<file path="src/sv/kdsl_pkg.sv">
// ----------------------------------------------------------------------------
// kdsl_pkg
// Shared types and constants for the key debouncer with short/long press.
// ----------------------------------------------------------------------------
package kdsl_pkg;

  // Timer and register widths
  localparam int TIMER_BITS = 16;
  localparam int CFG_W      = 16;
  localparam int CMP_W      = (TIMER_BITS > CFG_W) ? TIMER_BITS : CFG_W;

  // Stream payload widths
  localparam int IN_DATA_W  = 8;
  localparam int OUT_DATA_W = 8;

  // Register map
  localparam logic CFG_IDX_DEBOUNCE = 1'b0;
  localparam logic CFG_IDX_LONG     = 1'b1;

  // Register reset values
  localparam logic [CFG_W-1:0] DEBOUNCE_RST = CFG_W'(20);
  localparam logic [CFG_W-1:0] LONG_RST     = CFG_W'(800);

  // Reported phase codes
  localparam logic [1:0] PHASE_IDLE       = 2'd0;
  localparam logic [1:0] PHASE_PRESS_DB   = 2'd1;
  localparam logic [1:0] PHASE_HELD       = 2'd2;
  localparam logic [1:0] PHASE_RELEASE_DB = 2'd3;

  typedef logic [TIMER_BITS-1:0] timer_t;
  typedef logic [CFG_W-1:0]      cfg_word_t;

  // One-hot phase machine
  typedef enum logic [3:0] {
    ST_IDLE       = 4'b0001,
    ST_PRESS_DB   = 4'b0010,
    ST_HELD       = 4'b0100,
    ST_RELEASE_DB = 4'b1000
  } phase_t;

  // One input beat
  typedef struct packed {
    logic key_edge;
    logic key_down;
  } key_in_t;

  // One result beat
  typedef struct packed {
    logic [1:0] key_phase;
    logic       long_press;
    logic       short_press;
  } key_res_t;

  // Configuration values seen by the phase machine
  typedef struct packed {
    cfg_word_t debounce_ticks;
    cfg_word_t long_press_ticks;
  } key_cfg_t;

endpackage

</file>
<file path="src/sv/kdsl_cfg.sv">
// ----------------------------------------------------------------------------
// kdsl_cfg
// Configuration register file: debounce and long-press intervals.
// ----------------------------------------------------------------------------
module kdsl_cfg (
  input  logic                   clk,
  input  logic                   rst_n,
  input  logic                   cfg_we,
  input  logic                   cfg_index,
  input  kdsl_pkg::cfg_word_t    cfg_wdata,
  output kdsl_pkg::key_cfg_t     cfg
);
  import kdsl_pkg::*;

  cfg_word_t debounce_r;
  cfg_word_t long_r;

  // Write the selected register
  always_ff @(posedge clk) begin
    if (!rst_n) begin
      debounce_r <= DEBOUNCE_RST;
      long_r     <= LONG_RST;
    end else if (cfg_we) begin
      unique case (cfg_index)
        CFG_IDX_DEBOUNCE: debounce_r <= cfg_wdata;
        CFG_IDX_LONG:     long_r     <= cfg_wdata;
        default: ;
      endcase
    end
  end

  assign cfg.debounce_ticks   = debounce_r;
  assign cfg.long_press_ticks = long_r;

endmodule

</file>
<file path="src/sv/kdsl_fsm.sv">
// ----------------------------------------------------------------------------
// kdsl_fsm
// Phase machine and timers; computes one result per accepted tick.
// ----------------------------------------------------------------------------
module kdsl_fsm (
  input  logic                 clk,
  input  logic                 rst_n,
  input  logic                 step,
  input  kdsl_pkg::key_in_t    key_in,
  input  kdsl_pkg::key_cfg_t   cfg,
  output kdsl_pkg::key_res_t   res
);
  import kdsl_pkg::*;

  localparam timer_t TIMER_MAX = '1;

  phase_t phase_r, phase_nxt;
  timer_t chg_r, chg_nxt;
  timer_t prs_r, prs_nxt;
  logic   long_sent_r, long_sent_nxt;
  logic   edge_wait_r, edge_wait_nxt;

  timer_t chg_inc;
  timer_t prs_inc;
  logic   edge_pend;
  logic   db_done;
  logic   long_due;
  logic   short_ev;
  logic   long_ev;

  // Saturating advance of both timers, latch the edge flag
  assign chg_inc   = (chg_r == TIMER_MAX) ? chg_r : chg_r + timer_t'(1);
  assign prs_inc   = (prs_r == TIMER_MAX) ? prs_r : prs_r + timer_t'(1);
  assign edge_pend = edge_wait_r | key_in.key_edge;

  // Threshold compares on a common width
  assign db_done  = CMP_W'(chg_inc) >= CMP_W'(cfg.debounce_ticks);
  assign long_due = CMP_W'(prs_inc) >= CMP_W'(cfg.long_press_ticks);

  // Next phase and events
  always_comb begin
    phase_nxt     = phase_r;
    chg_nxt       = chg_inc;
    prs_nxt       = prs_inc;
    long_sent_nxt = long_sent_r;
    edge_wait_nxt = edge_pend;
    short_ev      = 1'b0;
    long_ev       = 1'b0;
    unique case (phase_r)
      ST_IDLE: begin
        if (edge_pend) begin
          edge_wait_nxt = 1'b0;
          chg_nxt       = '0;
          phase_nxt     = ST_PRESS_DB;
        end
      end
      ST_PRESS_DB: begin
        if (!key_in.key_down) begin
          phase_nxt = ST_IDLE;
        end else if (db_done) begin
          prs_nxt       = '0;
          long_sent_nxt = 1'b0;
          phase_nxt     = ST_HELD;
        end
      end
      ST_HELD: begin
        if (!key_in.key_down) begin
          chg_nxt   = '0;
          phase_nxt = ST_RELEASE_DB;
        end else if (!long_sent_r && long_due) begin
          long_ev       = 1'b1;
          long_sent_nxt = 1'b1;
        end
      end
      ST_RELEASE_DB: begin
        if (key_in.key_down) begin
          phase_nxt = ST_HELD;
        end else if (db_done) begin
          short_ev  = !long_sent_r;
          phase_nxt = ST_IDLE;
        end
      end
      default: begin
        phase_nxt = ST_IDLE;
      end
    endcase
  end

  // Map the one-hot phase to the reported code
  always_comb begin
    res.short_press = short_ev;
    res.long_press  = long_ev;
    unique case (phase_nxt)
      ST_IDLE:       res.key_phase = PHASE_IDLE;
      ST_PRESS_DB:   res.key_phase = PHASE_PRESS_DB;
      ST_HELD:       res.key_phase = PHASE_HELD;
      ST_RELEASE_DB: res.key_phase = PHASE_RELEASE_DB;
      default:       res.key_phase = PHASE_IDLE;
    endcase
  end

  // Commit state on each accepted tick
  always_ff @(posedge clk) begin
    if (!rst_n) begin
      phase_r     <= ST_IDLE;
      chg_r       <= '0;
      prs_r       <= '0;
      long_sent_r <= 1'b0;
      edge_wait_r <= 1'b0;
    end else if (step) begin
      phase_r     <= phase_nxt;
      chg_r       <= chg_nxt;
      prs_r       <= prs_nxt;
      long_sent_r <= long_sent_nxt;
      edge_wait_r <= edge_wait_nxt;
    end
  end

endmodule

</file>
<file path="src/sv/kdsl_out_reg.sv">
// ----------------------------------------------------------------------------
// kdsl_out_reg
// Result register on the master side; takes a new beat whenever it can drain.
// ----------------------------------------------------------------------------
module kdsl_out_reg (
  input  logic                 clk,
  input  logic                 rst_n,
  input  logic                 load,
  input  kdsl_pkg::key_res_t   res,
  output logic                 can_load,
  output logic                 out_tvalid,
  input  logic                 out_tready,
  output kdsl_pkg::key_res_t   out_res
);
  import kdsl_pkg::*;

  logic     valid_r;
  key_res_t data_r;

  // Free when empty or when the held beat leaves this cycle
  assign can_load   = !valid_r || out_tready;
  assign out_tvalid = valid_r;
  assign out_res    = data_r;

  // Hold valid until the beat is taken
  always_ff @(posedge clk) begin
    if (!rst_n) begin
      valid_r <= 1'b0;
    end else if (load) begin
      valid_r <= 1'b1;
    end else if (out_tready) begin
      valid_r <= 1'b0;
    end
  end

  // Capture the payload
  always_ff @(posedge clk) begin
    if (load) begin
      data_r <= res;
    end
  end

endmodule

</file>
<file path="src/sv/key_debounce_short_long_press_core.sv">
// ----------------------------------------------------------------------------
// key_debounce_short_long_press_core
// Key debouncer with short-press and long-press detection, one tick per beat.
// ----------------------------------------------------------------------------
// Result beats are registered: each shows in the cycle after its input beat.
// Throughput: one input beat per cycle; the single result register drains and
// refills in the same cycle, so only output backpressure slows intake.
// Reset (synchronous, rst_n low): phase idle, timers and flags cleared,
// debounce interval 20 ticks, long-press interval 800 ticks, output empty.
// ----------------------------------------------------------------------------
module key_debounce_short_long_press_core (
  input  logic                            clk,
  input  logic                            rst_n,
  // Input stream
  input  logic                            in_tvalid,
  output logic                            in_tready,
  input  logic [kdsl_pkg::IN_DATA_W-1:0]  in_tdata,   // [0] key_down, [1] key_edge
  // Result stream
  output logic                            out_tvalid,
  input  logic                            out_tready,
  output logic [kdsl_pkg::OUT_DATA_W-1:0] out_tdata,  // [0] short_press, [1] long_press,
                                                      // [3:2] key_phase
  // Configuration write port
  input  logic                            cfg_we,
  input  logic                            cfg_index,
  input  logic [kdsl_pkg::CFG_W-1:0]      cfg_wdata
);
  import kdsl_pkg::*;

  key_in_t  key_in;
  key_cfg_t cfg;
  key_res_t res;
  key_res_t out_res;
  logic     in_fire;
  logic     can_load;

  // Unpack the input beat
  assign key_in.key_down = in_tdata[0];
  assign key_in.key_edge = in_tdata[1];

  assign in_tready = can_load;
  assign in_fire   = in_tvalid && can_load;

  kdsl_cfg u_cfg (
    .clk       (clk),
    .rst_n     (rst_n),
    .cfg_we    (cfg_we),
    .cfg_index (cfg_index),
    .cfg_wdata (cfg_wdata),
    .cfg       (cfg)
  );

  kdsl_fsm u_fsm (
    .clk    (clk),
    .rst_n  (rst_n),
    .step   (in_fire),
    .key_in (key_in),
    .cfg    (cfg),
    .res    (res)
  );

  kdsl_out_reg u_out (
    .clk        (clk),
    .rst_n      (rst_n),
    .load       (in_fire),
    .res        (res),
    .can_load   (can_load),
    .out_tvalid (out_tvalid),
    .out_tready (out_tready),
    .out_res    (out_res)
  );

  // Pack the result beat, zero-filled to a whole byte
  assign out_tdata = {{(OUT_DATA_W - 4){1'b0}}, out_res.key_phase,
                      out_res.long_press, out_res.short_press};

endmodule

</file>
<file path="config.mk">
export PLATFORM = sky130hd
export DESIGN_NAME = key_debounce_short_long_press_core
export DESIGN_NICKNAME = d
export VERILOG_FILES = /design/src/sv/kdsl_pkg.sv /design/src/sv/kdsl_cfg.sv /design/src/sv/kdsl_fsm.sv /design/src/sv/kdsl_out_reg.sv /design/src/sv/key_debounce_short_long_press_core.sv
export SDC_FILE = /design/constraint.sdc
export NUM_CORES = 1
export LEC_CHECK = 0
export BUFFER_PORTS_ARGS = -buffer_cell sky130_fd_sc_hd__clkbuf_2
export CAP_MARGIN = 40
export CORE_MARGIN = 10
export CORE_UTILIZATION = 61
export DETAILED_ROUTE_END_ITERATION = 7
export PLACE_DENSITY = 0.83
export SLEW_MARGIN = 5
export SYNTH_ARGS = -nofsm -noshare
export SYNTH_HDL_FRONTEND = slang
export SYNTH_HIERARCHICAL = 1
export SYNTH_SLANG_ARGS = --single-unit
</file>
<file path="constraint.sdc">
create_clock -name clk -period 4.1 [get_ports clk]
set_clock_uncertainty 0.05 [all_clocks]
set_input_delay 0 -clock clk [delete_from_list [all_inputs] [get_ports clk]]
set_output_delay 0 -clock clk [all_outputs]
set_load 0.02 [all_outputs]
</file>
# Word-level counts from Yosys, hierarchy flattened
# Cells that the tools add are included.
# word_totals
regBits	75
out_inout_bits	10
elab_cells	69
# classes
n_addsub	2
n_lt_le_gt_ge	2
n_eq_ne	13
mux	25
n_bitwise	4
reduce_logical	12
# op_table
op	count
$mux 16	7
$add 16x1->16 const B	2
$eq 16x16->1 const B	2
$ge 16x16->1	2
$pmux 16 s2	1
$mux 4	6
$pmux 4 s4	1
$eq 4x2->1 const B	2
$eq 4x3->1 const B	2
$eq 4x4->1 const B	2
$mux 1	8
$pmux 2 s3	1
$reduce_and 2->1	3
$reduce_and 6->1	1
$eq 4x1->1 const B	1
$ne 2x1->1 const B	2
$ne 2x2->1 const B	2
$reduce_bool 2->1	2
$not 1->1	3
$reduce_or 3->1	1
$logic_and 1x1->1	2
$logic_not 1->1	2
$pmux 1 s2	1
$logic_or 1x1->1	1
$or 1x1->1	1

# Logic depth before layout (Yosys ltp)
# Gate-level depths: netlist of the first run.
# depth
ltp_word	8
depth_mapped	16

# Cells and area by module
# The synthesis of the first run kept the hierarchy.
# by_module_without_submodules
module	n_inst	cells_per_inst	area_per_inst_um2	seq_area_each_um2
kdsl_fsm	1	431	3348.2	760.7
kdsl_cfg	1	130	1262.5	640.6
kdsl_out_reg	1	8	168.9	140.1
key_debounce_short_long_press_core	1	6	40.0	0.0

# Worst setup path before layout of the first run
# Ideal clock, no wire load.
# synth_path
path_kind	register to register
startpoint	register u_fsm.chg_r[0]
endpoint	register u_out.data_r, in the netlist u_out/out_res[3], data pin
setup_time_ns	0.255
t_arrival_ns	3.106
t_required_ns	3.795
path_slack_ns	0.689
stages_incl_launch_ff	16
n_path_buf	0
synth_period_minus_slack_ns	3.411
cell_sequence	dfxtp_1 > ha_1 > and3_1 > nand3_2 > nor3_4 > nor2_1 > and3_4 > xor2_1 > ha_1 > a21o_1 > a2111oi_1 > o21a_2 > o311ai_4 > inv_2 > a21boi_0 > and3_1
# synth_lines
item	line	source
start, declared	kdsl_fsm.sv:18	timer_t chg_r, chg_nxt;
start signal, assigned	kdsl_fsm.sv:112	chg_r <= chg_nxt;
end signal, assigned	kdsl_out_reg.sv:39	data_r <= res;
end, declared	kdsl_out_reg.sv:18	key_res_t data_r;

# Worst setup path after layout of the first run
# layout_path
startpoint	register u_fsm.chg_r[0]
endpoint	register u_fsm.prs_r[6]
# layout_via
elab_chain_len	6
elab_cells_between_ends	7
# layout_rtl
item	line	source
$add 16x1->16 / $eq 16x16->1 (equally long branches)	kdsl_fsm.sv:32	assign chg_inc = (chg_r == TIMER_MAX) ? chg_r : chg_r + timer_t'(1);
$mux 16 *	kdsl_fsm.sv:32	
$ge 16x16->1 *	kdsl_fsm.sv:37	assign db_done = CMP_W'(chg_inc) >= CMP_W'(cfg.debounce_ticks);
$mux 16 *	kdsl_fsm.sv:60	end else if (db_done) begin
$mux 16 *	kdsl_fsm.sv:58	if (!key_in.key_down) begin
$mux 16 *	kdsl_fsm.sv:49	unique case (phase_r)
end signal, assigned	kdsl_fsm.sv:113	prs_r <= prs_nxt;
end, declared	kdsl_fsm.sv:19	timer_t prs_r, prs_nxt;
# Every way passes the cells marked *; elsewhere a longest branch is shown, timed or not.
# A chain may end at the register's enable or synchronous reset.

==> results_tabular.tex, run 1 <==
\begin{tabular}{lr}
\hline
Metric & Value \\
\hline
\multicolumn{2}{l}{\textbf{Run status}} \\
Run status & completed \\
\multicolumn{2}{l}{\textbf{Global route}} \\
Total congestion overflow & 0 \\
Largest net degree at the start of global routing & 64 \\
Number of global-route vias before repair & 4,108 \\
Number of antenna violations at the first check in global routing & 0 \\
Wire length of the first global-routing pass & 19,290 um \\
Overall track demand over capacity in global routing & 19.99\% \\
\multicolumn{2}{l}{\textbf{Logic synthesis}} \\
Most used DFF post-synth & sky130\_fd\_sc\_hd\_\_dfxtp\_1 \\
Post-synthesis cell type with the largest combined area & sky130\_fd\_sc\_hd\_\_dfxtp\_1 \\
Area share of the largest cell type after synthesis & 29.49\% \\
Post-synthesis simple-gate area fraction & 23.13\% \\
Post-Syn Area & 4820 um2 \\
Most frequently used cell type in the post-synthesis netlist & sky130\_fd\_sc\_hd\_\_nand2\_1 \\
Xor-xnor portion of the synthesized cell area & 3.634\% \\
Largest cells by area after synthesis & sky130\_fd\_sc\_hd\_\_dfxtp\_1 29\%, sky130\_fd\_sc\_hd\_\_ha\_1 8.8\%, sky130\_fd\_sc\_hd\_\_nand2\_1 6.4\% \\
Share of the synthesized area in compound gates (AO/OA/AOI/OAI) & 18.25\% \\
Synthesis Warnings & 6 \\
Flops \& latches, synth & 75 \\
Share of synthesized flip-flops with an asynchronous set or reset & 0\% \\
Post-synthesis instance total & 575 \\
Most instantiated cells after synthesis & 82 x sky130\_fd\_sc\_hd\_\_nand2\_1, 71 x sky130\_fd\_sc\_hd\_\_dfxtp\_1, 42 x sky130\_fd\_sc\_hd\_\_inv\_1, 34 x sky130\_fd\_sc\_hd\_\_ha\_1, 31 x sky130\_fd\_sc\_hd\_\_o21ai\_0 \\
Combinational family with the most area after synthesis & simple AND/OR/NAND/NOR gates \\
Number of synthesized flops with an enable pin & 4 \\
Post-synthesis mux area share & 6.075\% \\
Post-synth cell types & 74 \\
Post-Syn Area per Cell & 8.382 um2 \\
Adder-cell share of the synthesized area & 8.827\% \\
Part of the Yosys area used for sequential elements & 31.98\% \\
\multicolumn{2}{l}{\textbf{Die}} \\
Core region area & 7687 um2 \\
Starting utilization of the core area & 62.70\% \\
Horizontal die dimension & 108.9 um \\
Die ar. & 11,860 um2 \\
Die Height & 108.9 um \\
I/O pin cnt & 40 \\
Standard-cell row count & 32 \\
\multicolumn{2}{l}{\textbf{Layout}} \\
Share of post-route cells with drive strength above 1 & 12.64\% \\
Antenna fix cells & 0 \\
Layout overhead on the synthesized area & 11.45\% \\
Area of all placed cells without fillers & 5371 um2 \\
Net total in the final layout & 676 \\
\multicolumn{2}{l}{\textbf{Job}} \\
Max-cap viol count & 0 \\
\multicolumn{2}{l}{\textbf{Place}} \\
HPWL after detailed placement & 8111 um \\
Placer Congestion & 0.8836 \\
Port Buffer Count & 29 \\
Area after DPL & 4905 um2 \\
Setup slack at placement & 261.6 ps \\
\multicolumn{2}{l}{\textbf{Power and ir drop}} \\
Static leakage power & 2.300 nW \\
Total Power Consumption & 1.675 mW \\
Peak supply drop & 0.0002018 V \\
Power per unit of standard cell area & 311.8 nW/um2 \\
\multicolumn{2}{l}{\textbf{Timing}} \\
Total setup violations reported at the end of the flow & 0 \\
Worst-case setup margin in the final layout & 113.6 ps \\
Least-Margin Pin Slew & 748.1 ps \\
Achievable clock frequency & 250.9 MHz \\
Hold violation total from the final report & 0 \\
Final-report max-slew violation count & 0 \\
Headroom to the max-slew limit & 50.07\% \\
Final critical-path share of the clock period & 97.23\% \\
Shortest clock period the worst path allows after layout & 3986 ps \\
\multicolumn{2}{l}{\textbf{Detailed routing}} \\
Uppermost layer routed & met4 \\
Drt pass-1 iters & 7 \\
Routed wire length & 11,850 um \\
DRC violations left & 0 \\
Vias per cell & 6.022 \\
Antenna-violating nets left & 0 \\
WL per Instance & 16.48 um \\
Met1 routed wirelength after detailed routing & 5046 um \\
Routed wire length on met3 & 724 um \\
DR iter-0 viols & 332 \\
Via count of the routed design & 4,330 \\
Routed wire length on met2 & 5805 um \\
\multicolumn{2}{l}{\textbf{Worst hold path}} \\
Type of the tightest min-delay check & input port to register \\
\multicolumn{2}{l}{\textbf{Worst setup path}} \\
WP data required & 4300 ps \\
Worst Setup Path Type & register to register \\
Kind of launch point of the worst setup path & register \\
Critical-path maximum fanout & 14 \\
Arrival time reported for the critical path endpoint & 4180 ps \\
Critical Path Sink Type & register \\
\multicolumn{2}{l}{\textbf{Clocking}} \\
CTS H-Tree Depth & 3 \\
Resized cells post-CTS & 0 \\
Number of buffers inserted during clock tree synthesis & 9 \\
Clock slew at reported path FFs & 80 ps \\
TritonCTS clock tree & yes \\
Buffers from clock root to sink, at most & 2 \\
Later-pin clock latency in the skew report & 360 ps \\
Num Clock Sinks & 75 \\
Clock tree root buffer cell & sky130\_fd\_sc\_hd\_\_clkbuf\_8 \\
\hline
\end{tabular}
[flip-flops by register name, indices dropped and copies added (netlist names)]
name               count
u_fsm/long_sent_r      1
u_fsm/chg_r           16
u_fsm/edge_wait_r      1
u_cfg/debounce_r      16
u_out/out_tvalid       1
u_fsm/prs_r           16
u_fsm/phase_r          4
u_out/out_res          4
u_cfg/long_r          16
[final cells by class]
type | instances | area, um2
clock buffers | 11 | 141.4
clock inverters | 5 | 85.08
fillers | 585 | 2316
inverters | 44 | 165.2
multi-input cells | 427 | 2903
flip-flops and latches | 75 | 1541
well taps | 102 | 127.6
repair buffers | 55 | 407.9
[timing repair]
| item | CTS | global route |
|---|---|---|
| endpoints found under the setup margin | 0 | 4 |
| buffers inserted | 0 | 1 |
| hold buffers | 22 | 0 |
| hold endpoints to repair | 41 | 0 |
[layer usage]
layer	vias up	global-route usage, %
met4	0	7.439
met1	2046	24.32
li1	2103	-
met5	-	0
met2	156	33.80
met3	25	4.366
[cell families (layout without fill, tap and decap cells)]
kind of cell,Yosys count,in the layout
simple gates,211,211
compound gates,129,129
buf+inv,76,115
flops,75,75
fa+ha+maj,34,34
mux,29,29
xor+xnor,20,20
other cells,1,4
[metrics by stage]
stage | cells | hold WS (ps) | setup TNS [ps] | utilization (%)
3_3_place_gp | 679 | 205.4 | 0 | 63.70
2_1_floorplan | 578 | 89.59 | 0 | -
4_1_cts | 718 | 215.3 | 0 | 69.61
5_1_grt | 719 | 260.6 | -25.23 | 69.87
6_report | 719 | 225.5 | 0 | 69.87
3_5_place_dp | 680 | 209.7 | 0 | 63.80
[where the power goes]
group | switching (mW) | internal (mW)
Sequential | 0.0255 | 0.764
Clock | 0.293 | 0.363
Combinational | 0.132 | 0.0971
[worst max-delay path, stage by stage (launching register included)]
cell and delay, ps:
sky130_fd_sc_hd__dfxtp_1 440, sky130_fd_sc_hd__ha_1 260, sky130_fd_sc_hd__and3_1 260, sky130_fd_sc_hd__nand3_2 160
sky130_fd_sc_hd__or3_4 510, sky130_fd_sc_hd__nand3_1 150, sky130_fd_sc_hd__xnor2_1 90, sky130_fd_sc_hd__ha_1 380
sky130_fd_sc_hd__o211ai_1 120, sky130_fd_sc_hd__a211o_1 300, sky130_fd_sc_hd__o311ai_4 540, sky130_fd_sc_hd__a21oi_4 120
sky130_fd_sc_hd__buf_12 160, sky130_fd_sc_hd__a21o_1 170, sky130_fd_sc_hd__a22o_1 160
[layout by cell type, fill, tap and decap left out, types with 13 or more instances in the layout]
| master | n |
|---|---|
| sky130_fd_sc_hd__a21oi_1 | 27 |
| sky130_fd_sc_hd__a31oi_1 | 13 |
| sky130_fd_sc_hd__clkbuf_2 | 29 |
| sky130_fd_sc_hd__dfxtp_1 | 71 |
| sky130_fd_sc_hd__dlygate4sd3_1 | 22 |
| sky130_fd_sc_hd__ha_1 | 34 |
| sky130_fd_sc_hd__inv_1 | 42 |
| sky130_fd_sc_hd__mux2i_1 | 27 |
| sky130_fd_sc_hd__nand2_1 | 82 |
| sky130_fd_sc_hd__nand3_1 | 26 |
| sky130_fd_sc_hd__nor2_1 | 28 |
| sky130_fd_sc_hd__o21ai_0 | 31 |
| sky130_fd_sc_hd__xnor2_1 | 13 |
[path summary, 6_finish.rpt]
check                          startpoint                             to  slack (ps)  depth (start not counted)
max           u_fsm/chg_r[0]$_SDFFE_PN0P_    u_fsm/prs_r[6]$_SDFFE_PN0P_         110                         14
max reg2reg   u_fsm/chg_r[0]$_SDFFE_PN0P_    u_fsm/prs_r[6]$_SDFFE_PN0P_         110                         14
min                             in_tvalid  u_fsm/phase_r[1]$_SDFFE_PN0P_         230                          4
min reg2reg  u_cfg/long_r[2]$_SDFFE_PN0P_   u_cfg/long_r[2]$_SDFFE_PN0P_         410                          2
No activity file was read; power rests on OpenSTA's default activity.
==> run 2: changes to the inputs <==
--- a/config.mk
+++ b/config.mk
@@ -8,11 +8,10 @@
 export BUFFER_PORTS_ARGS = -buffer_cell sky130_fd_sc_hd__clkbuf_2
 export CAP_MARGIN = 40
 export CORE_MARGIN = 10
-export CORE_UTILIZATION = 61
+export CORE_UTILIZATION = 60
 export DETAILED_ROUTE_END_ITERATION = 7
-export PLACE_DENSITY = 0.83
+export PLACE_DENSITY = 0.82
 export SLEW_MARGIN = 5
 export SYNTH_ARGS = -nofsm -noshare
 export SYNTH_HDL_FRONTEND = slang
-export SYNTH_HIERARCHICAL = 1
 export SYNTH_SLANG_ARGS = --single-unit
==> results_tabular.tex, run 2 <==
\begin{tabular}{lr}
\hline
Metric & Value \\
\hline
\multicolumn{2}{l}{\textbf{Timing}} \\
Final-report max-slew violation count & 0 \\
Shortest clock period the worst path allows after layout & 3856 ps \\
Achievable clock frequency & 259.4 MHz \\
Worst-case setup margin in the final layout & 244.5 ps \\
Hold violation total from the final report & 0 \\
Total setup violations reported at the end of the flow & 0 \\
Aggregate negative setup slack & 0 ps \\
Final critical-path share of the clock period & 94.04\% \\
Headroom to the max-slew limit & 46.99\% \\
Unrepaired setup endpoints after global routing & no \\
Least-Margin Pin Slew & 792.2 ps \\
\multicolumn{2}{l}{\textbf{Worst setup path}} \\
Reg2reg setup slack & 240 ps \\
Critical-path maximum fanout & 7 \\
Path depth of the worst reg2reg path & 11 \\
Critical Path Sink Type & register \\
Crit. Startpoint & u\_fsm.chg\_r[8]\$\_SDFFE\_PN0P\_ \\
Arrival time reported for the critical path endpoint & 4070 ps \\
Critical Path End & u\_fsm.prs\_r[1]\$\_SDFFE\_PN0P\_ \\
Worst Setup Path Type & register to register \\
Critical register-to-register path endpoint & u\_fsm.prs\_r[1]\$\_SDFFE\_PN0P\_ \\
Kind of launch point of the worst setup path & register \\
Startpoint of the worst-slack reg-to-reg timing path & u\_fsm.chg\_r[8]\$\_SDFFE\_PN0P\_ \\
WP data required & 4310 ps \\
\multicolumn{2}{l}{\textbf{Place}} \\
Setup slack at placement & 249.6 ps \\
Placer Congestion & 0.8499 \\
Port Buffer Count & 29 \\
HPWL after detailed placement & 8331 um \\
Area after DPL & 4711 um2 \\
Cell total after placement & 685 \\
\multicolumn{2}{l}{\textbf{Global route}} \\
Number of global-route vias before repair & 3,994 \\
Total congestion overflow & 0 \\
Wire length of the first global-routing pass & 18,950 um \\
Largest net degree at the start of global routing & 36 \\
Overall track demand over capacity in global routing & 20.25\% \\
Number of antenna violations at the first check in global routing & 0 \\
\multicolumn{2}{l}{\textbf{Layout}} \\
Antenna fix cells & 0 \\
Layout overhead on the synthesized area & 14.03\% \\
Most common cell after layout, fill and taps aside & sky130\_fd\_sc\_hd\_\_nand2\_1 \\
Share of post-route cells with drive strength above 1 & 11.20\% \\
Most frequent cells in the layout & 97 x sky130\_fd\_sc\_hd\_\_nand2\_1, 71 x sky130\_fd\_sc\_hd\_\_dfxtp\_1, 50 x sky130\_fd\_sc\_hd\_\_a21oi\_1 \\
Area of all placed cells without fillers & 5125 um2 \\
Number of non-filler instances in the completed layout & 724 \\
Net total in the final layout & 684 \\
\multicolumn{2}{l}{\textbf{Die}} \\
Die ar. & 11,350 um2 \\
Starting utilization of the core area & 61.96\% \\
I/O pin cnt & 40 \\
Horizontal die dimension & 106.5 um \\
Standard-cell row count & 31 \\
Die Height & 106.5 um \\
Core region area & 7253 um2 \\
\multicolumn{2}{l}{\textbf{Power and ir drop}} \\
Power per unit of standard cell area & 295.1 nW/um2 \\
Peak supply drop & 0.0002274 V \\
Total Power Consumption & 1.512 mW \\
Static leakage power & 2.106 nW \\
\multicolumn{2}{l}{\textbf{Logic synthesis}} \\
Most used DFF post-synth & sky130\_fd\_sc\_hd\_\_dfxtp\_1 \\
Share of the synthesized area in compound gates (AO/OA/AOI/OAI) & 19.54\% \\
Post-Syn Area per Cell & 7.843 um2 \\
Number of synthesized flops with an enable pin & 4 \\
Synthesis Warnings & 0 \\
Post-synth cell types & 61 \\
Part of the Yosys area used for sequential elements & 34.30\% \\
Xor-xnor portion of the synthesized cell area & 4.482\% \\
Most instantiated cells after synthesis & 97 x sky130\_fd\_sc\_hd\_\_nand2\_1, 71 x sky130\_fd\_sc\_hd\_\_dfxtp\_1, 50 x sky130\_fd\_sc\_hd\_\_a21oi\_1, 39 x sky130\_fd\_sc\_hd\_\_inv\_1, 35 x sky130\_fd\_sc\_hd\_\_nor2\_1 \\
Post-synthesis instance total & 573 \\
Post-synthesis simple-gate area fraction & 24.28\% \\
Post-synthesis mux area share & 1.670\% \\
Flops \& latches, synth & 75 \\
Largest cells by area after synthesis & sky130\_fd\_sc\_hd\_\_dfxtp\_1 32\%, sky130\_fd\_sc\_hd\_\_ha\_1 9.5\%, sky130\_fd\_sc\_hd\_\_nand2\_1 8.1\% \\
Post-synthesis cell type with the largest combined area & sky130\_fd\_sc\_hd\_\_dfxtp\_1 \\
Most frequently used cell type in the post-synthesis netlist & sky130\_fd\_sc\_hd\_\_nand2\_1 \\
Adder-cell share of the synthesized area & 9.465\% \\
Share of synthesized flip-flops with an asynchronous set or reset & 0\% \\
Combinational family with the most area after synthesis & simple AND/OR/NAND/NOR gates \\
Post-Syn Area & 4494 um2 \\
Area share of the largest cell type after synthesis & 31.63\% \\
\multicolumn{2}{l}{\textbf{Worst hold path}} \\
Hold Path Origin & in\_tdata[0] \\
Type of the tightest min-delay check & input port to register \\
\multicolumn{2}{l}{\textbf{Clocking}} \\
Later-pin clock latency in the skew report & 360 ps \\
Num Clock Sinks & 75 \\
TritonCTS clock tree & yes \\
Clock tree root buffer cell & sky130\_fd\_sc\_hd\_\_clkbuf\_8 \\
Number of buffers inserted during clock tree synthesis & 9 \\
Clock slew at reported path FFs & 90 ps \\
CTS H-Tree Depth & 3 \\
Post-CTS setup repair buffer count & 0 \\
Buffers from clock root to sink, at most & 2 \\
\multicolumn{2}{l}{\textbf{Detailed routing}} \\
Drt pass-1 iters & 5 \\
DRC violations left & 0 \\
DR iter-0 viols & 306 \\
Via count of the routed design & 4,285 \\
Antenna-violating nets left & 0 \\
Vias per cell & 5.919 \\
WL per Instance & 15.94 um \\
Routed wire length & 11,540 um \\
\multicolumn{2}{l}{\textbf{Job}} \\
Max-cap viol count & 0 \\
\multicolumn{2}{l}{\textbf{Run status}} \\
Run status & completed \\
\hline
\end{tabular}
run 2: changes by cell type after synthesis, moves of 5 or more:
cell	delta
sky130_fd_sc_hd__o21ai_0	-5
sky130_fd_sc_hd__clkbuf_1	+11
sky130_fd_sc_hd__mux2i_1	-24
sky130_fd_sc_hd__nor2_1	+7
sky130_fd_sc_hd__buf_2	-6
sky130_fd_sc_hd__nand2_1	+15
sky130_fd_sc_hd__buf_6	-6
sky130_fd_sc_hd__a21oi_1	+23
sky130_fd_sc_hd__a31oi_1	-5
sky130_fd_sc_hd__nand3b_1	-6
run 2: metal layers:
| metal | GRT usage, % | wire, um | part of all wire (%) |
|---|---|---|---|
| met4 | 6.673 | 170 | 1.5 |
| met3 | 4.287 | 759 | 6.6 |
| met1 | 25.15 | 5148 | 45 |
| met2 | 34.10 | 5459 | 47 |
| met5 | 0 | 0 | 0 |
run 2: cells by family after synthesis:
logic type,Yosys count
fa+ha+maj,34
compound gates,137
simple gates,228
mux,7
other cells,1
buf+inv,68
xor+xnor,23
flops,75
run 2: worst min path at each step:
| stage | to | slack [ps] | cells after the start |
|---|---|---|---|
| floorplan | u_out.out_tvalid$_SDFFE_PN0P_ | 80 | 2 |
| global placement | u_cfg.long_r[6]$_SDFFE_PN0P_ | 200 | 3 |
| detailed placement | u_cfg.debounce_r[11]$_SDFFE_PN0P_ | 200 | 3 |
| CTS | u_fsm.phase_r[3]$_SDFFE_PN0P_ | 30 | 4 |
| global route | u_fsm.phase_r[3]$_SDFFE_PN0P_ | 70 | 4 |
| finish | u_fsm.phase_r[3]$_SDFFE_PN0P_ | 30 | 4 |
run 2: repair_timing:
item,in CTS,in global routing
setup endpoints to repair,0,13
hold endpoints to repair,34,0
hold buffers,23,0
resized for setup,0,3
run 2: where the power goes:
part	leakage (nW)	internal [mW]	total, mW	switching, mW
sequential	0.618	0.762	0.782	0.0203
clock	0.0887	0.217	0.512	0.295
combinational	1.40	0.0854	0.218	0.132
run 2: final cells by class:
type | count | area [um2]
well taps | 99 | 123.9
fillers | 599 | 2128
repair buffers | 60 | 435.4
inverters | 41 | 153.9
multi-input cells | 433 | 2701
clock inverters | 7 | 45.04
clock buffers | 9 | 123.9
flip-flops and latches | 75 | 1541
run 2: metrics by stage:
| step | hold WS (ps) | util, % |
|---|---|---|
| 3_5_place_dp | 201.8 | 64.95 |
| 6_report | 31.52 | 70.66 |
| 3_3_place_gp | 197.9 | 64.84 |
| 4_1_cts | 28.57 | 70.45 |
| 5_1_grt | 72.45 | 70.66 |
| 2_1_floorplan | 79.47 | - |
run 2: worst max-delay path, stage by stage, from the launching register on:
cell and delay, ps:
sky130_fd_sc_hd__dfxtp_1 430, sky130_fd_sc_hd__and4_1 300, sky130_fd_sc_hd__and3_1 280, sky130_fd_sc_hd__nand3_1 170
sky130_fd_sc_hd__mux2_2 310, sky130_fd_sc_hd__ha_1 300, sky130_fd_sc_hd__nand4_1 140, sky130_fd_sc_hd__or3_1 440
sky130_fd_sc_hd__or4_4 620, sky130_fd_sc_hd__a31oi_4 290, sky130_fd_sc_hd__nor2_2 140, sky130_fd_sc_hd__a32o_1 280
==> run 3: changes to the inputs <==
--- a/config.mk
+++ b/config.mk
@@ -5,8 +5,10 @@
 export SDC_FILE = /design/constraint.sdc
 export NUM_CORES = 1
 export LEC_CHECK = 0
+export ABC_AREA = 1
+export ABC_CLOCK_PERIOD_IN_PS = 4100
 export BUFFER_PORTS_ARGS = -buffer_cell sky130_fd_sc_hd__clkbuf_2
-export CAP_MARGIN = 40
+export CAP_MARGIN = 20
 export CORE_MARGIN = 10
 export CORE_UTILIZATION = 60
 export DETAILED_ROUTE_END_ITERATION = 7
==> results_tabular.tex, run 3 <==
\begin{tabular}{lr}
\hline
Metric & Value \\
\hline
\multicolumn{2}{l}{\textbf{Layout}} \\
Share of post-route cells with drive strength above 1 & 9.055\% \\
Layout overhead on the synthesized area & 13.70\% \\
Core utilization of the finished layout & 69.50\% \\
Most frequent cells in the layout & 195 x sky130\_fd\_sc\_hd\_\_nand2\_1, 99 x sky130\_fd\_sc\_hd\_\_inv\_1, 85 x sky130\_fd\_sc\_hd\_\_a21oi\_1 \\
Net total in the final layout & 810 \\
Most common cell after layout, fill and taps aside & sky130\_fd\_sc\_hd\_\_nand2\_1 \\
Area of all placed cells without fillers & 5315 um2 \\
\multicolumn{2}{l}{\textbf{Logic synthesis}} \\
Most used DFF post-synth & sky130\_fd\_sc\_hd\_\_dfxtp\_1 \\
Share of the synthesized area in compound gates (AO/OA/AOI/OAI) & 15.52\% \\
Post-synth cell types & 37 \\
Most frequently used cell type in the post-synthesis netlist & sky130\_fd\_sc\_hd\_\_nand2\_1 \\
Synthesis Warnings & 0 \\
Share of synthesized flip-flops with an asynchronous set or reset & 0\% \\
Post-synthesis mux area share & 0\% \\
Number of synthesized flops with an enable pin & 4 \\
Post-synthesis simple-gate area fraction & 28.91\% \\
Flops \& latches, synth & 75 \\
Part of the Yosys area used for sequential elements & 32.98\% \\
Post-synthesis cell type with the largest combined area & sky130\_fd\_sc\_hd\_\_dfxtp\_1 \\
Most instantiated cells after synthesis & 195 x sky130\_fd\_sc\_hd\_\_nand2\_1, 99 x sky130\_fd\_sc\_hd\_\_inv\_1, 85 x sky130\_fd\_sc\_hd\_\_a21oi\_1, 71 x sky130\_fd\_sc\_hd\_\_dfxtp\_1, 47 x sky130\_fd\_sc\_hd\_\_nor2\_1 \\
Post-Syn Area per Cell & 6.649 um2 \\
Area share of the largest cell type after synthesis & 30.41\% \\
Post-synthesis instance total & 703 \\
Post-Syn Area & 4674 um2 \\
Largest cells by area after synthesis & sky130\_fd\_sc\_hd\_\_dfxtp\_1 30\%, sky130\_fd\_sc\_hd\_\_nand2\_1 16\%, sky130\_fd\_sc\_hd\_\_a21oi\_1 9.1\% \\
Combinational family with the most area after synthesis & simple AND/OR/NAND/NOR gates \\
Adder-cell share of the synthesized area & 9.101\% \\
Xor-xnor portion of the synthesized cell area & 2.436\% \\
\multicolumn{2}{l}{\textbf{Timing}} \\
Final-report max-slew violation count & 0 \\
Hold violation total from the final report & 0 \\
Final critical-path share of the clock period & 80.20\% \\
Achievable clock frequency & 304.1 MHz \\
Least-Margin Pin Slew & 733.4 ps \\
Total setup violations reported at the end of the flow & 0 \\
Shortest clock period the worst path allows after layout & 3288 ps \\
Aggregate negative setup slack & 0 ps \\
Unrepaired setup endpoints after global routing & no \\
Headroom to the max-slew limit & 50.99\% \\
\multicolumn{2}{l}{\textbf{Worst setup path}} \\
Critical-path maximum fanout & 19 \\
WP data required & 4140 ps \\
Standard cell with the maximum stage delay on the critical path & sky130\_fd\_sc\_hd\_\_dfxtp\_1 \\
Critical Path Sink Type & register \\
Kind of launch point of the worst setup path & register \\
Worst Setup Path Type & register to register \\
Path depth of the worst reg2reg path & 17 \\
Slowest Stage Delay on Critical Path & 420 ps \\
Arrival time reported for the critical path endpoint & 3330 ps \\
Critical register-to-register path endpoint & u\_out.out\_res[3]\$\_DFFE\_PP\_ \\
Reg2reg setup slack & 810 ps \\
Crit-path most repeated cell & sky130\_fd\_sc\_hd\_\_nand2\_1 \\
Startpoint of the worst-slack reg-to-reg timing path & u\_fsm.chg\_r[0]\$\_SDFFE\_PN0P\_ \\
Chain of cells forming the critical path & ha\_1, nand2\_1, inv\_1, nand2\_2, inv\_2, nand2\_1, nor2\_2, nand3\_1, nand3\_1, and2\_1, ha\_1, a21oi\_1, o21ai\_0, nor2\_1, nand2\_1, nand3\_2, nand4\_1 \\
\multicolumn{2}{l}{\textbf{Global route}} \\
Total congestion overflow & 0 \\
Wire length of the first global-routing pass & 19,770 um \\
Number of antenna violations at the first check in global routing & 1 \\
Number of global-route vias before repair & 4,463 \\
Largest net degree at the start of global routing & 56 \\
Overall track demand over capacity in global routing & 20.38\% \\
\multicolumn{2}{l}{\textbf{Die}} \\
Core region area & 7647 um2 \\
Standard-cell row count & 32 \\
Die Height & 108.3 um \\
Die ar. & 11,720 um2 \\
Starting utilization of the core area & 61.13\% \\
Horizontal die dimension & 108.3 um \\
I/O pin cnt & 40 \\
\multicolumn{2}{l}{\textbf{Detailed routing}} \\
Routed wire length & 11,550 um \\
DRC violations left & 0 \\
DR iter-0 viols & 310 \\
Via count of the routed design & 4,621 \\
WL per Instance & 13.52 um \\
Drt pass-1 iters & 5 \\
Vias per cell & 5.411 \\
Antenna-violating nets left & 0 \\
\multicolumn{2}{l}{\textbf{Power and ir drop}} \\
Peak supply drop & 0.0001711 V \\
Power per unit of standard cell area & 316.5 nW/um2 \\
Static leakage power & 2.524 nW \\
\multicolumn{2}{l}{\textbf{Clocking}} \\
Number of buffers inserted during clock tree synthesis & 9 \\
TritonCTS clock tree & yes \\
CTS H-Tree Depth & 3 \\
Later-pin clock latency in the skew report & 370 ps \\
Clock slew at reported path FFs & 90 ps \\
Num Clock Sinks & 75 \\
Clock tree root buffer cell & sky130\_fd\_sc\_hd\_\_clkbuf\_8 \\
Buffers from clock root to sink, at most & 2 \\
\multicolumn{2}{l}{\textbf{Worst hold path}} \\
Type of the tightest min-delay check & input port to register \\
Worst hold path endpoint & u\_cfg.debounce\_r[0]\$\_SDFFE\_PN0P\_ \\
Hold path cells & 4 \\
Hold Path Origin & cfg\_index \\
\multicolumn{2}{l}{\textbf{Place}} \\
HPWL after detailed placement & 7842 um \\
Placer Congestion & 0.8911 \\
Port Buffer Count & 29 \\
Area after DPL & 4847 um2 \\
\multicolumn{2}{l}{\textbf{Job}} \\
Max-cap viol count & 0 \\
\multicolumn{2}{l}{\textbf{Run status}} \\
Run status & completed \\
\hline
\end{tabular}
-- run 3: kinds of logic (layout without fill, tap and decap cells) --
| logic type | Yosys count | count (layout) |
|---|---|---|
| fa+ha+maj | 34 | 34 |
| xor+xnor | 13 | 13 |
| compound gates | 138 | 138 |
| other cells | 1 | 5 |
| flops | 75 | 75 |
| simple gates | 314 | 314 |
| buf+inv | 128 | 173 |
-- run 3: power breakdown --
group | switching, mW | internal, mW | total [mW]
registers | 0.0142 | 0.767 | 0.781
logic | 0.140 | 0.0773 | 0.217
clock network | 0.301 | 0.382 | 0.684
-- run 3: worst max path at each step --
| stage | start | end | slack (ps) | cells after the start |
|---|---|---|---|---|
| floorplan | u_fsm.chg_r[0]$_SDFFE_PN0P_ | u_out.out_res[3]$_DFFE_PP_ | 1330 | 18 |
| global placement | u_fsm.chg_r[0]$_SDFFE_PN0P_ | u_out.out_res[2]$_DFFE_PP_ | 930 | 21 |
| detailed placement | u_fsm.chg_r[0]$_SDFFE_PN0P_ | u_out.out_res[3]$_DFFE_PP_ | 880 | 17 |
| CTS | u_fsm.chg_r[0]$_SDFFE_PN0P_ | u_out.out_res[3]$_DFFE_PP_ | 850 | 17 |
| global route | u_fsm.chg_r[0]$_SDFFE_PN0P_ | u_out.out_res[3]$_DFFE_PP_ | 390 | 17 |
| finish | u_fsm.chg_r[0]$_SDFFE_PN0P_ | u_out.out_res[3]$_DFFE_PP_ | 810 | 17 |
-- run 3: worst max-delay path: cells and delay by family, from the launching register on --
kind | cells | cell delay (ps)
buffers and inverters | 2 | 170
DFF | 1 | 420
and+or+nand+nor | 11 | 1650
adders and majority gates | 2 | 480
AOI/OAI and AO/OA | 2 | 240
-- run 3: final cells by class --
type	count	area (um2)
diodes	1	2.502
clock buffers	11	152.6
clock inverters	5	82.58
fillers	618	2332
inverters	103	386.6
multi-input cells	503	2631
flip-flops and latches	75	1541
well taps	102	127.6
repair buffers	54	390.4
-- run 3: routing by layer --
layer | wire [um] | up-vias | global-route usage, %
met3 | 591 | 38 | 3.450
met1 | 4820 | 2100 | 22.80
met4 | 462 | 0 | 10.73
met5 | 0 | - | 0
met2 | 5670 | 142 | 36.21
li1 | - | 2341 | -
-- run 3: repair_timing --
| action | 4_1_cts | 5_1_grt |
|---|---|---|
| hold endpoints to repair | 35 | 0 |
| resized for setup | 0 | 0 |
| setup buffers | 0 | 0 |
| hold buffers | 23 | 0 |
-- run 3: per-stage QoR --
step                hold WS (ps)  std cells  setup slack [ps]  total power [mW]
finish                     89.09        854             811.9             1.682
global placement           192.9        814             932.9            0.9802
global route               101.8        854             389.9             1.748
CTS                        16.35        853             853.7             1.676
floorplan                  80.38        706              1327            0.9407
detailed placement         196.4        814             882.8            0.9902
